[src/rtl/core/thermistor_peltier_bang_bang_top_macros.svh]
// Assertion helpers for the thermistor Peltier controller.
// In synthesis builds the macros expand to nothing.
`ifndef THERMISTOR_PELTIER_BANG_BANG_TOP_MACROS_SVH
`define THERMISTOR_PELTIER_BANG_BANG_TOP_MACROS_SVH
`ifndef SYNTHESIS
`define TPBB_ASSERT(lbl, clk, rst, prop, msg) \
   lbl: assert property (@(posedge clk) disable iff (rst) prop) else $error(msg);
`define TPBB_ASSERT_ALWAYS(lbl, clk, prop, msg) \
   lbl: assert property (@(posedge clk) prop) else $error(msg);
`else
`define TPBB_ASSERT(lbl, clk, rst, prop, msg)
`define TPBB_ASSERT_ALWAYS(lbl, clk, prop, msg)
`endif
`endif

[src/rtl/core/tpbb_pkg.sv]
package tpbb_pkg;

   // Field widths.
   localparam int ADC_W   = 10;
   localparam int MODE_W  = 2;
   localparam int PWM_W   = 8;
   localparam int TEMP_W  = 16;
   localparam int ENTRY_W = MODE_W + PWM_W;

   localparam int REQ_W = 24;
   localparam int RSP_W = 80;
   localparam int RSP_ACC_BIT  = 73;
   localparam int RSP_TRIP_BIT = 74;

   localparam int QUEUE_DEPTH_DEF = 4;
   localparam int ADC_FULL_SCALE  = 1024;
   localparam int D_W = $clog2(ADC_FULL_SCALE + 1);

   localparam logic [PWM_W-1:0] PWM_LIMIT_RST = 8'd200;

   // Shared multiplier and subtractor widths.
   localparam int MA_W   = 17;
   localparam int MB_W   = 24;
   localparam int PROD_W = MA_W + MB_W;
   localparam int WIDE_W = PROD_W + 1;

   localparam int KNEE_CNT = 5;
   localparam int KIDX_W   = 3;
   localparam int QUO_W    = 11;
   localparam int QCNT_W   = $clog2(QUO_W);
   localparam int NUM_SHIFT = 9;

   localparam logic [MA_W-1:0] LHS_SCALE = 17'd10000;
   localparam logic [MA_W-1:0] DEN_SCALE = 17'd100000;

   localparam logic signed [TEMP_W-1:0] INVALID_TEMP = -16'sd256;
   localparam logic signed [TEMP_W-1:0] SP_OFFSET    = 16'sd768;
   localparam logic signed [TEMP_W:0]   TRIP_LIMIT   = 17'sd1280;

   typedef enum logic [MODE_W-1:0] {
      MODE_COOL   = 2'd0,
      MODE_HOT    = 2'd1,
      MODE_REBASE = 2'd2,
      MODE_STOP   = 2'd3
   } mode_type;

   typedef enum logic [3:0] {
      ST_IDLE,
      ST_CMD,
      ST_LHS,
      ST_KNEE,
      ST_KCMP,
      ST_XDIFF,
      ST_SLOPE,
      ST_NUM,
      ST_DEN,
      ST_DIV,
      ST_APPLY
   } tpbb_state_type;

   // Resistance knees in thousandths of the ratio, highest first.
   function automatic logic [MA_W-1:0] knee_const(input logic [KIDX_W-1:0] idx);
      logic [MA_W-1:0] k;
      unique case (idx)
         3'd0:    k = 17'd12140;
         3'd1:    k = 17'd10000;
         3'd2:    k = 17'd8282;
         3'd3:    k = 17'd7150;
         default: k = 17'd5771;
      endcase
      return k;
   endfunction

   // Segment slope in hundredths of a degree per unit of ratio.
   function automatic logic [MA_W-1:0] slope_const(input logic [1:0] seg);
      logic [MA_W-1:0] s;
      unique case (seg)
         2'd0: s = 17'd227;
         2'd1: s = 17'd279;
         2'd2: s = 17'd338;
         2'd3: s = 17'd420;
      endcase
      return s;
   endfunction

   // Segment base temperature in Q8.8.
   function automatic logic [TEMP_W-1:0] seg_base_q88(input logic [1:0] seg);
      logic [TEMP_W-1:0] b;
      unique case (seg)
         2'd0: b = 16'd5120;
         2'd1: b = 16'd6400;
         2'd2: b = 16'd7680;
         2'd3: b = 16'd8704;
      endcase
      return b;
   endfunction

endpackage

[src/rtl/core/thermistor_peltier_bang_bang_top.sv]
// Thermistor-driven Peltier bang-bang controller.
// Input stream (req_): one beat is either a thermistor sample (tuser 0) or a
// mode command (tuser 1). Output stream (rsp_): exactly one result beat per
// input beat, in order. The csr_ channel writes the pwm limit and is always
// ready; write it only while the block is idle.
// A command beat is finished in ST_CMD once the output slot is free: its pwm is
// checked against the limit and it is queued if the command queue has room.
// For a sample beat, one shared multiplier and one shared subtractor work
// through the resistance ratio, the segment knees (a product state and a
// compare state per knee, up to five knees) and an 11-step restoring divider
// that rounds the segment offset; a reading out of range goes straight to
// ST_APPLY, where the controller update runs.
// Only one beat is in work at a time; req_tready is high while idle, so the
// next beat can be accepted in the same cycle that a result appears. A
// finished result sits in the output register; when the receiver stalls, the
// next beat is still accepted and its work stalls at the final step until
// the slot frees.
// Reset clears the drive outputs, flags and queue, sets the pwm limit to 200
// and marks the next sample as the one that sets baseline and setpoint.
module thermistor_peltier_bang_bang_top
   import tpbb_pkg::*;
#(
   parameter int QUEUE_DEPTH = QUEUE_DEPTH_DEF
) (
   input  logic             clock,
   input  logic             reset,
   input  logic             req_tvalid,
   output logic             req_tready,
   // adc_sample [9:0], mode [11:10], pwm_value [19:12], zero fill above
   input  logic [REQ_W-1:0] req_tdata,
   // cmd [0]
   input  logic [0:0]       req_tuser,
   output logic             rsp_tvalid,
   input  logic             rsp_tready,
   // temp_now [14:0], baseline [29:15], setpoint [45:30], delta [61:46],
   // drive_pwm [69:62], drive_dir [70], heater_on [71], heater_active [72],
   // command_accepted [73], safety_tripped [74], zero fill above
   output logic [RSP_W-1:0] rsp_tdata,
   input  logic             csr_valid,
   output logic             csr_ready,
   input  logic [PWM_W-1:0] csr_wdata
);

`include "thermistor_peltier_bang_bang_top_macros.svh"

   localparam int PTR_W = (QUEUE_DEPTH > 1) ? $clog2(QUEUE_DEPTH) : 1;
   localparam int CNT_W = $clog2(QUEUE_DEPTH + 1);

   // Control state.
   tpbb_state_type state_ff, state_in;
   logic                     first_ff, first_in;
   logic signed [TEMP_W-1:0] base_ff, base_in;
   logic signed [TEMP_W-1:0] target_ff, target_in;
   logic                     on_ff, on_in;
   logic                     act_ff, act_in;
   mode_type                 cur_mode_ff, cur_mode_in;
   logic [PWM_W-1:0]         level_ff, level_in;
   logic [PWM_W-1:0]         pwm_ff, pwm_in;
   logic                     dir_ff, dir_in;
   logic [CNT_W-1:0]         count_ff, count_in;
   logic [PTR_W-1:0]         head_ff, head_in;
   logic [PTR_W-1:0]         tail_ff, tail_in;
   logic [PWM_W-1:0]         limit_ff, limit_in;
   logic                     rsp_valid_ff, rsp_valid_in;
   logic [KIDX_W-1:0]        knee_ff, knee_in;
   logic [QCNT_W-1:0]        qcnt_ff, qcnt_in;

   // Datapath registers.
   logic [ADC_W-1:0]         adc_ff, adc_in;
   logic [MODE_W-1:0]        req_mode_ff, req_mode_in;
   logic [PWM_W-1:0]         req_pwm_ff, req_pwm_in;
   logic [PROD_W-1:0]        prod_ff, prod_in;
   logic [WIDE_W-1:0]        lhs_ff, lhs_in;
   logic [WIDE_W-1:0]        hi_ff, hi_in;
   logic [MB_W-1:0]          x_ff, x_in;
   logic [1:0]               seg_ff, seg_in;
   logic [WIDE_W-1:0]        rem_ff, rem_in;
   logic [WIDE_W-1:0]        div_ff, div_in;
   logic [QUO_W-1:0]         quo_ff, quo_in;
   logic signed [TEMP_W-1:0] temp_ff, temp_in;
   logic [RSP_W-1:0]         rsp_data_ff, rsp_data_in;

   // Command queue.
   logic [ENTRY_W-1:0] fifo_mem [QUEUE_DEPTH];
   logic [ENTRY_W-1:0] fifo_rd_ff;
   logic               push;

   // Shared units.
   logic [MA_W-1:0]   mul_a;
   logic [MB_W-1:0]   mul_b;
   logic [WIDE_W-1:0] sub_a, sub_b;
   logic [WIDE_W:0]   sub_diff;
   logic              sub_borrow;

   logic [D_W:0]   d_wide;
   logic [D_W-1:0] d_val;
   logic           d_bad;
   logic           out_free;
   logic           acc_c;
   logic           trip_c;

   logic signed [TEMP_W-1:0] base_eff, target_eff;
   logic signed [TEMP_W:0]   delta_w;
   logic                     done_c;
   mode_type                 pop_mode;

   function automatic logic [PTR_W-1:0] ptr_inc(input logic [PTR_W-1:0] p);
      return (p == PTR_W'(QUEUE_DEPTH - 1)) ? '0 : p + 1'b1;
   endfunction

   assign req_tready = (state_ff == ST_IDLE);
   assign rsp_tvalid = rsp_valid_ff;
   assign rsp_tdata  = rsp_data_ff;
   assign csr_ready  = 1'b1;
   assign out_free   = !rsp_valid_ff || rsp_tready;

   // Denominator of the resistance ratio.
   assign d_wide = (D_W+1)'(ADC_FULL_SCALE) - (D_W+1)'(adc_ff);
   assign d_bad  = d_wide[D_W] || (d_wide == '0);
   assign d_val  = d_wide[D_W-1:0];

   assign prod_in    = PROD_W'(mul_a) * PROD_W'(mul_b);
   assign sub_diff   = {1'b0, sub_a} - {1'b0, sub_b};
   assign sub_borrow = sub_diff[WIDE_W];

   always_comb begin
      state_in     = state_ff;
      first_in     = first_ff;
      base_in      = base_ff;
      target_in    = target_ff;
      on_in        = on_ff;
      act_in       = act_ff;
      cur_mode_in  = cur_mode_ff;
      level_in     = level_ff;
      pwm_in       = pwm_ff;
      dir_in       = dir_ff;
      count_in     = count_ff;
      head_in      = head_ff;
      tail_in      = tail_ff;
      limit_in     = csr_valid ? csr_wdata : limit_ff;
      rsp_valid_in = rsp_valid_ff && !rsp_tready;
      knee_in      = knee_ff;
      qcnt_in      = qcnt_ff;
      adc_in       = adc_ff;
      req_mode_in  = req_mode_ff;
      req_pwm_in   = req_pwm_ff;
      lhs_in       = lhs_ff;
      hi_in        = hi_ff;
      x_in         = x_ff;
      seg_in       = seg_ff;
      rem_in       = rem_ff;
      div_in       = div_ff;
      quo_in       = quo_ff;
      temp_in      = temp_ff;
      rsp_data_in  = rsp_data_ff;
      mul_a        = '0;
      mul_b        = '0;
      sub_a        = '0;
      sub_b        = '0;
      push         = 1'b0;
      acc_c        = 1'b0;
      trip_c       = 1'b0;
      done_c       = 1'b0;
      pop_mode     = mode_type'(fifo_rd_ff[ENTRY_W-1:PWM_W]);

      // On the first sample the baseline and setpoint take this reading.
      base_eff   = first_ff ? temp_ff : base_ff;
      target_eff = first_ff ? temp_ff : target_ff;
      delta_w    = {temp_ff[TEMP_W-1], temp_ff} - {base_eff[TEMP_W-1], base_eff};

      unique case (state_ff)
         ST_IDLE: begin
            if (req_tvalid) begin
               adc_in      = req_tdata[ADC_W-1:0];
               req_mode_in = req_tdata[ADC_W+MODE_W-1:ADC_W];
               req_pwm_in  = req_tdata[ADC_W+MODE_W+PWM_W-1:ADC_W+MODE_W];
               state_in    = req_tuser[0] ? ST_CMD : ST_LHS;
            end
         end
         ST_CMD: begin
            acc_c = (req_pwm_ff <= limit_ff) && (count_ff != CNT_W'(QUEUE_DEPTH));
            if (out_free) begin
               push = acc_c;
               if (acc_c) begin
                  count_in = count_ff + 1'b1;
                  tail_in  = ptr_inc(tail_ff);
               end
               rsp_data_in  = {5'b0, 1'b0, acc_c, act_ff, on_ff, dir_ff, pwm_ff,
                               16'd0, target_ff, base_ff[TEMP_W-2:0], 15'd0};
               rsp_valid_in = 1'b1;
               state_in     = ST_IDLE;
            end
         end
         ST_LHS: begin
            mul_a = LHS_SCALE;
            mul_b = MB_W'(adc_ff);
            if (d_bad) begin
               temp_in  = INVALID_TEMP;
               state_in = ST_APPLY;
            end else begin
               knee_in  = '0;
               state_in = ST_KNEE;
            end
         end
         ST_KNEE: begin
            // The first pass finds the ratio numerator in the product register.
            if (knee_ff == '0) begin
               lhs_in = WIDE_W'(prod_ff);
            end
            mul_a    = knee_const(knee_ff);
            mul_b    = MB_W'(d_val);
            state_in = ST_KCMP;
         end
         ST_KCMP: begin
            sub_a = WIDE_W'(prod_ff);
            sub_b = lhs_ff;
            if (sub_borrow) begin
               // The ratio lies above this knee.
               if (knee_ff == '0) begin
                  temp_in  = INVALID_TEMP;
                  state_in = ST_APPLY;
               end else begin
                  seg_in   = 2'(knee_ff - 1'b1);
                  state_in = ST_XDIFF;
               end
            end else if (knee_ff == KIDX_W'(KNEE_CNT - 1)) begin
               temp_in  = INVALID_TEMP;
               state_in = ST_APPLY;
            end else begin
               hi_in    = WIDE_W'(prod_ff);
               knee_in  = knee_ff + 1'b1;
               state_in = ST_KNEE;
            end
         end
         ST_XDIFF: begin
            sub_a    = hi_ff;
            sub_b    = lhs_ff;
            x_in     = sub_diff[MB_W-1:0];
            state_in = ST_SLOPE;
         end
         ST_SLOPE: begin
            mul_a    = slope_const(seg_ff);
            mul_b    = x_ff;
            state_in = ST_NUM;
         end
         ST_NUM: begin
            rem_in   = WIDE_W'(prod_ff) << NUM_SHIFT;
            mul_a    = DEN_SCALE;
            mul_b    = MB_W'(d_val);
            state_in = ST_DEN;
         end
         ST_DEN: begin
            // Adding half the divisor makes the truncating divide round.
            rem_in   = rem_ff + WIDE_W'(prod_ff);
            div_in   = WIDE_W'(prod_ff) << QUO_W;
            quo_in   = '0;
            qcnt_in  = QCNT_W'(QUO_W - 1);
            state_in = ST_DIV;
         end
         ST_DIV: begin
            sub_a  = rem_ff;
            sub_b  = div_ff;
            quo_in = {quo_ff[QUO_W-2:0], !sub_borrow};
            if (!sub_borrow) begin
               rem_in = sub_diff[WIDE_W-1:0];
            end
            div_in = div_ff >> 1;
            if (qcnt_ff == '0) begin
               temp_in  = $signed(seg_base_q88(seg_ff) + TEMP_W'(quo_in));
               state_in = ST_APPLY;
            end else begin
               qcnt_in = qcnt_ff - 1'b1;
            end
         end
         ST_APPLY: begin
            trip_c = on_ff && ((delta_w > TRIP_LIMIT) || (delta_w < -TRIP_LIMIT) ||
                               (temp_ff == INVALID_TEMP));
            first_in  = 1'b0;
            base_in   = base_eff;
            target_in = target_eff;
            if (trip_c) begin
               pwm_in   = '0;
               on_in    = 1'b0;
               act_in   = 1'b0;
               count_in = '0;
               tail_in  = head_ff;
            end else begin
               if (count_ff != '0) begin
                  head_in     = ptr_inc(head_ff);
                  count_in    = count_ff - 1'b1;
                  cur_mode_in = pop_mode;
                  level_in    = fifo_rd_ff[PWM_W-1:0];
                  unique case (pop_mode)
                     MODE_HOT: begin
                        target_in = base_eff + SP_OFFSET;
                        act_in    = 1'b1;
                        on_in     = 1'b1;
                     end
                     MODE_COOL: begin
                        target_in = base_eff - SP_OFFSET;
                        act_in    = 1'b1;
                        on_in     = 1'b1;
                     end
                     MODE_REBASE: begin
                        base_in = temp_ff;
                        act_in  = 1'b0;
                        on_in   = 1'b0;
                        done_c  = 1'b1;
                     end
                     MODE_STOP: begin
                        pwm_in = '0;
                        act_in = 1'b0;
                        on_in  = 1'b0;
                        done_c = 1'b1;
                     end
                  endcase
               end
               if (!done_c && act_in) begin
                  if (cur_mode_in == MODE_COOL) begin
                     if (temp_ff < target_in) begin
                        pwm_in = '0;
                     end else begin
                        dir_in = 1'b0;
                        pwm_in = level_in;
                     end
                  end else begin
                     if (temp_ff > target_in) begin
                        pwm_in = '0;
                     end else begin
                        dir_in = 1'b1;
                        pwm_in = level_in;
                     end
                  end
               end
            end
            rsp_data_in = {5'b0, trip_c, 1'b0, act_ff, on_ff, dir_in, pwm_in,
                           delta_w[TEMP_W-1:0], target_in, base_in[TEMP_W-2:0],
                           temp_ff[TEMP_W-2:0]};
            if (out_free) begin
               rsp_valid_in = 1'b1;
               state_in     = ST_IDLE;
            end else begin
               // Hold all state until the output slot frees.
               first_in    = first_ff;
               base_in     = base_ff;
               target_in   = target_ff;
               on_in       = on_ff;
               act_in      = act_ff;
               cur_mode_in = cur_mode_ff;
               level_in    = level_ff;
               pwm_in      = pwm_ff;
               dir_in      = dir_ff;
               count_in    = count_ff;
               head_in     = head_ff;
               tail_in     = tail_ff;
               rsp_data_in = rsp_data_ff;
            end
         end
         default: begin
            state_in = ST_IDLE;
         end
      endcase
   end

   always_ff @(posedge clock) begin
      if (reset) begin
         state_ff     <= ST_IDLE;
         first_ff     <= 1'b1;
         base_ff      <= '0;
         target_ff    <= '0;
         on_ff        <= 1'b0;
         act_ff       <= 1'b0;
         cur_mode_ff  <= MODE_COOL;
         level_ff     <= '0;
         pwm_ff       <= '0;
         dir_ff       <= 1'b0;
         count_ff     <= '0;
         head_ff      <= '0;
         tail_ff      <= '0;
         limit_ff     <= PWM_LIMIT_RST;
         rsp_valid_ff <= 1'b0;
         knee_ff      <= '0;
         qcnt_ff      <= '0;
      end else begin
         state_ff     <= state_in;
         first_ff     <= first_in;
         base_ff      <= base_in;
         target_ff    <= target_in;
         on_ff        <= on_in;
         act_ff       <= act_in;
         cur_mode_ff  <= cur_mode_in;
         level_ff     <= level_in;
         pwm_ff       <= pwm_in;
         dir_ff       <= dir_in;
         count_ff     <= count_in;
         head_ff      <= head_in;
         tail_ff      <= tail_in;
         limit_ff     <= limit_in;
         rsp_valid_ff <= rsp_valid_in;
         knee_ff      <= knee_in;
         qcnt_ff      <= qcnt_in;
      end
   end

   always_ff @(posedge clock) begin
      adc_ff      <= adc_in;
      req_mode_ff <= req_mode_in;
      req_pwm_ff  <= req_pwm_in;
      prod_ff     <= prod_in;
      lhs_ff      <= lhs_in;
      hi_ff       <= hi_in;
      x_ff        <= x_in;
      seg_ff      <= seg_in;
      rem_ff      <= rem_in;
      div_ff      <= div_in;
      quo_ff      <= quo_in;
      temp_ff     <= temp_in;
      rsp_data_ff <= rsp_data_in;
   end

   // Queue storage: one write port at the tail, registered read at the head.
   always_ff @(posedge clock) begin
      if (push) begin
         fifo_mem[tail_ff] <= {req_mode_ff, req_pwm_ff};
      end
      fifo_rd_ff <= fifo_mem[head_ff];
   end

   `TPBB_ASSERT(a_count_bound, clock, reset, count_ff <= CNT_W'(QUEUE_DEPTH), "queue count over depth")
   `TPBB_ASSERT(a_empty_ptrs, clock, reset, (count_ff == '0) |-> (tail_ff == head_ff), "empty queue pointers differ")
   `TPBB_ASSERT(a_trip_flush, clock, reset, (state_ff == ST_APPLY && out_free && trip_c) |=> (count_ff == '0 && !on_ff && pwm_ff == '0), "trip did not stop drive")
   `TPBB_ASSERT(a_trip_acc_excl, clock, reset, rsp_valid_ff |-> !(rsp_data_ff[RSP_TRIP_BIT] && rsp_data_ff[RSP_ACC_BIT]), "trip and accept both set")
   `TPBB_ASSERT(a_apply_hold, clock, reset, (state_ff == ST_APPLY && !out_free) |=> (state_ff == ST_APPLY && $stable(temp_ff)), "stalled result lost")

endmodule

[config.mk]
export PLATFORM = sky130hd
export DESIGN_NAME = thermistor_peltier_bang_bang_top
export DESIGN_NICKNAME = d
export VERILOG_FILES = /design/src/rtl/core/tpbb_pkg.sv /design/src/rtl/core/thermistor_peltier_bang_bang_top.sv
export VERILOG_INCLUDE_DIRS = /design/src /design/src/rtl/core
export SDC_FILE = /design/constraint.sdc
export NUM_CORES = 2
export LEC_CHECK = 0
export BUFFER_PORTS_ARGS = -buffer_cell sky130_fd_sc_hd__buf_2
export CAP_MARGIN = 40
export CELL_PAD_IN_SITES_DETAIL_PLACEMENT = 1
export CELL_PAD_IN_SITES_GLOBAL_PLACEMENT = 1
export CORE_UTILIZATION = 51
export DETAILED_ROUTE_END_ITERATION = 10
export GPL_ROUTABILITY_DRIVEN = 0
export MAX_ROUTING_LAYER = met4
export PLACE_DENSITY_LB_ADDON = 0.1
export SYNTH_ARGS = -nofsm -noshare
export SYNTH_HDL_FRONTEND = slang
export SYNTH_SLANG_ARGS = --single-unit
[constraint.sdc]
create_clock -name clock -period 8.9 [get_ports clock]
set_clock_uncertainty 0.2 [all_clocks]
set_input_delay 0 -clock clock [delete_from_list [all_inputs] [get_ports clock]]
set_output_delay 0 -clock clock [all_outputs]
set_load 0.005 [all_outputs]
# After elaboration in Yosys (flattened, before gate mapping)

Memories as Yosys holds them, arrays and structs flattened. A register that Yosys moved wholly into a read port is not among the register bits.
Cells that the tools add are included.

Register bits after elaboration: 440
Logic and storage cells: 235
RAM bits: 40
Output and inout bits: 83
Memories kept: 1

Reduce and logical (&&, ||, !) cells: 47
$add $sub $neg: 14
$mul: 1
Bitwise gates (word level): 4
$lt $le $gt $ge: 5
Equality and inequality tests: 40
Muxes and demuxes: 93

Memories:

| memory   | depth | width | read ports | clocked after Yosys merged registers in | wr ports | line                                   | RTL |
|---|---|---|---|---|---|---|---|
| fifo_mem | 4     | 10    | 1          | 1                                       | 1        | thermistor_peltier_bang_bang_top.sv:84 | `logic [ENTRY_W-1:0] fifo_mem [QUEUE_DEPTH];` |

Operators by type and width:

| cell               | number |
|---|---|
| $mux 16            | 16 |
| $pmux 42 s3        | 2 |
| $pmux 42 s2        | 2 |
| $mux 80            | 2 |
| $pmux 80 s2        | 1 |
| $pmux 17 s4        | 2 |
| $pmux 24 s3        | 1 |
| $mux 8             | 8 |
| $pmux 16 s4        | 1 |
| $pmux 14 s4        | 1 |
| $pmux 16 s3        | 1 |
| $sub 42x42->43     | 1 |
| $add 42x41->42     | 1 |
| $mux 42            | 1 |
| $mul 17x24->41     | 1 |
| $pmux 4 s10        | 1 |
| $mux 4             | 8 |
| $pmux 16 s2        | 1 |
| $mux 3             | 8 |
| $ne 2x2->1 const B | 12 |
| $mux 1             | 21 |
| $mux 2             | 10 |
| $pmux 10 s2        | 1 |
| $reduce_and 3->1   | 6 |
| 45 further kinds   | 95 |

# Depth between registers and ports, before layout

Depth after elaboration: 15
Mapped depth: 32
Mapped depth without buffers: 32

# Least setup slack after synthesis

No wires, ideal clock.

Kind: register to register
From: reg adc_ff[2]
To: reg prod_ff[34]
Path slack: 1.200 ns
Period minus slack after synthesis: 7.700 ns
Arrival: 7.382 ns
Required time: 8.582 ns
Stages on the path, launching flop included: 31
Library setup time: 0.118 ns
Cells stage by stage: edfxtp_1 -> or3_1 -> or3_1 -> or3_1 -> nor3_1 -> nand2_1 -> nand2_1 -> nand2_1 -> o311a_1 -> clkbuf_1 -> nor2_1 -> fa_1 -> inv_1 -> fa_1 -> fa_1 -> inv_1 -> fa_1 -> fa_1 -> inv_1 -> fa_1 -> inv_1 -> ha_1 -> a21o_1 -> a21oi_1 -> o21ai_0 -> or3_1 -> o221ai_1 -> a21oi_1 -> a221o_1 -> a21oi_1 -> xnor2_1

Cells in the longest elaborated chain, start to end: 3

RTL lines:

| element                | line                                    | RTL |
|---|---|---|
| from (decl)            | thermistor_peltier_bang_bang_top.sv:69  | `logic [ADC_W-1:0] adc_ff, adc_in;` |
| from (signal assigned) | thermistor_peltier_bang_bang_top.sv:406 | `adc_ff <= adc_in;` |
| $sub 11x10->12         | thermistor_peltier_bang_bang_top.sv:118 | `assign d_wide = (D_W+1)'(ADC_FULL_SCALE) - (D_W+1)'(adc_ff);` |
| $pmux 24 s3 (*)        | thermistor_peltier_bang_bang_top.sv:171 | `unique case (state_ff)` |
| $mul 17x24->41 (*)     | thermistor_peltier_bang_bang_top.sv:122 | `assign prod_in = PROD_W'(mul_a) * PROD_W'(mul_b);` |
| via prod_in[34]        | thermistor_peltier_bang_bang_top.sv:72  | `logic [PROD_W-1:0] prod_ff, prod_in;` |
| to (signal assigned)   | thermistor_peltier_bang_bang_top.sv:409 | `prod_ff <= prod_in;` |
| to (decl)              | thermistor_peltier_bang_bang_top.sv:72  |  |

Mark *: on every way through the listed nets, which the timed path passes. The rest lies on a longest branch.
A chain may end at the register's enable or synchronous reset.

# Final worst setup path

Same ends and word-level chain as after synthesis.

==> results.py <==
metrics = {
    "global_routing": {
        "grt_pass1_vias": 32870,
        "grt.overflow.total": 0,
        "antenna_found_initial": 1,
        "grt_max_degree": 128,
        "track_usage": 0.3301,
        "grt_pass1_wl_um": 190300,
    },
    "worst_setup_path": {
        "path_buf_inv": 5,
        "r2r-start": "adc_ff[2]",
        "crit_start": "adc_ff[2]",
        "crit_type": "register to register",
        "worstPathRequired_ps": 9200,
        "max_stage_delay_ps": 560,
        "cp_max_fo": 6,
        "cpMaxStageDelayCell": "fa_1",
        "startpoint_type": "register",
        "crit_path_end_kind": "register",
        "worstPathArrival_ps": 8670,
        "path_common_cell": "fa_1",
        "crit_family": "adder cells",
    },
    "clock_tree": {
        "clk_pin_slew_ps": 80,
        "cts_max_level": 2,
        "root_buffer": "clkbuf_16",
        "clockBufferDepth": 3,
        "clock_latency_ps": 640,
        "clock-sinks": 485,
        "cts_tree": "done",
        "post_cts_buffers": 0,
        "cts_buffers": 55,
    },
    "synthesis": {
        "synthFlopType": "edfxtp_1",
        "synthTopCellsByArea": "edfxtp_1 (28%), fa_1 (16%), ha_1 (9.5%)",
        "ys_seq_area_frac": 0.3457,
        "synth_edf_count": 353,
        "syn-cell-area_mm2": 0.03830,
        "yosysWarnings": 0,
        "ys_ff_latch": 485,
        "synth_cells": 3875,
        "synth_cell_type_count": 88,
        "synth_async_sr_flop_share": 0,
        "synth_top_area_frac": 0.2767,
        "synth.most_common_cell": "inv_1",
        "synth.avg_cell_area_um2": 9.885,
        "yosysTopAreaCell": "edfxtp_1",
        "synthTopCellsByCount": "inv_1 (522), nand2_1 (452), edfxtp_1 (353), fa_1 (309), ha_1 (291)",
    },
    "floorplan": {
        "row_count": 100,
        "core_area_mm2": 0.07432,
        "die-width_um": 276.1,
        "chipHeight_um": 276.1,
        "pin_count": 121,
        "start_util": 0.5154,
        "die_area_mm2": 0.07620,
    },
    "timing": {
        "setup_viol": 0,
        "fmax_mhz": 119.5,
        "hold_viol": 0,
        "min_period_ps": 8371,
        "slew_headroom": 0.4006,
        "holdWs_ps": 41.62,
        "slew_violations": 0,
        "fin_crit_sh": 0.9406,
        "setup_ws_ps": 528.9,
        "tns_ps": 0,
        "rsz0062_at_grt": "false",
        "worstMarginPinSlew_ps": 897.0,
    },
    "placed_design": {
        "dp_hpwl_um": 88630,
        "port_buffers": 110,
        "dp_cells": 4974,
        "pre_cts_slack_ps": 545.0,
    },
    "hold_path": {
        "worst_hold_path_type": "input port to register",
        "min_from": "req_tdata[2]",
    },
    "drt": {
        "ant_nets": 0,
        "vias": 30550,
        "post-route-drc-count": 0,
        "drt_wl_total_um": 121300,
        "wl_per_cell_um": 23.52,
        "first_iter_violations": 1996,
        "vias_per_cell": 5.924,
        "drt_first_pass_iters": 6,
    },
    "pwr": {
        "irDropWorstVdd_mv": 0.1885,
        "p_leak_nw": 19.15,
        "p_per_area_mw_per_mm2": 179.6,
    },
    "cells_and_area": {
        "final_util": 0.5805,
        "final_nets": 4777,
        "final_cells": 5157,
        "fillCellCount": 8345,
        "drive_above_1_share": 0.08505,
        "areaGrowthSynthToFinish_pct": 12.63,
    },
    "flow_run": {
        "drv_cap": 0,
    },
    "status": {
        "status": "finished clean",
    },
}
-- worst reg2reg max path: cells and delay by family, from the launching register on --
family | cells | cell delay, ps
and+or+nand+nor | 9 | 2220
adders and majority gates | 7 | 3310
DFF | 1 | 430
buffers and inverters | 5 | 440
AOI/OAI and AO/OA | 7 | 1560
xor gates and xnor gates | 1 | 80
-- placed cells by master (no fill, tap or decap), types with 14 or more instances in the layout --
cell,Yosys,final
conb_1,2,111
nand2_1,452,451
nand2b_1,37,37
dfxtp_1,132,131
a21o_1,59,59
nor3_1,42,38
nand4_1,18,18
mux2i_1,68,68
o21a_1,32,32
dlygate4sd3_1,0,77
o21ai_0,164,164
clkbuf_16,0,58
a21oi_1,180,179
inv_1,522,520
a222oi_1,43,43
and3_1,75,75
and2_1,34,33
edfxtp_1,353,353
xnor2_1,78,78
nor2_1,282,275
nand3_1,48,48
buf_2,5,111
buf_4,7,65
o211ai_1,20,20
or3_1,19,19
ha_1,291,291
nor2b_1,35,35
a22oi_1,47,46
fa_1,309,309
clkbuf_1,135,14
or2_2,14,14
o21bai_1,21,21
a211oi_1,24,24
o31ai_1,17,17
xor2_1,39,39
a31oi_1,20,19
o2111ai_1,14,14
mux2_2,20,20
-- state kept, by name (all words and copies together), names as in the netlist, 24 cells and up --
signal,flops
fifo_mem,40
rsp_tdata,75
prod_ff,41
div_ff,42
lhs_ff,41
x_ff,24
hi_ff,41
rem_ff,42
-- kinds of logic after synthesis --
kind of cell | synth area share
AO/OA/AOI/OAI | 0.1397
XOR/XNOR | 0.02675
adder cells (fa/ha/maj) | 0.2566
buffers and inverters | 0.06817
flip-flops | 0.3457
multiplexers | 0.03306
other | 0.0001961
AND/OR/NAND/NOR | 0.1298
-- report_power, final --
part / switching [mW] / internal (mW) / total, mW / leakage, nW
Sequential: 0.191 / 2.58 / 2.78 / 4.26
Combinational: 1.49 / 1.09 / 2.57 / 14.0
Clock: 1.02 / 1.38 / 2.40 / 0.920
-- cell type report --
class,instances,area (µm²),area share
Inverter,523,1963,0.04550
Antenna cell,2,5.005,0.0001160
Clock inverter,24,270.3,0.006264
Multi-Input combinational cell,2818,22960,0.5321
Timing Repair Buffer,256,1877,0.04350
Tap cell,969,1212,0.02810
Clock buffer,80,1614,0.03741
Sequential cell,485,13240,0.3070
-- timing repair --
item / 4_1_cts / 5_1_grt
hold endpoints to repair: 80 / 0
hold buffers: 77 / 0
resized for setup: 0 / 2
setup endpoints to repair: 0 / 1
-- routing by layer --
metal | global-route usage | vias up | wire, µm
met1 | 0.3690 | 15520 | 46710
met2 | 0.5814 | 850 | 62630
met3 | 0.03498 | 342 | 4620
li1 | - | 13840 | -
met4 | 0.1745 | 0 | 7330
met5 | - | - | 0
-- per-stage QoR --
| step | area (µm²) | power (mW) |
|---|---|---|
| 2_1_floorplan | 38710 | 4.556 |
| 3_3_place_gp | 40410 | 5.142 |
| 3_5_place_dp | 40480 | 5.217 |
| 6_report | 43140 | 7.748 |
| 4_1_cts | 43130 | 7.620 |
| 5_1_grt | 43140 | 8.163 |
-- path summary, 6_finish.rpt --
| kind | slack (ps) | to | cells after the start |
|---|---|---|---|
| max reg2reg | 530 | prod_ff[34] | 29 |
| max | 530 | prod_ff[34] | 29 |
| min | 40 | adc_ff[2] | 2 |
| min reg2reg | 260 | base_ff[15] | 2 |
Power figures use the tool's default switching activity.
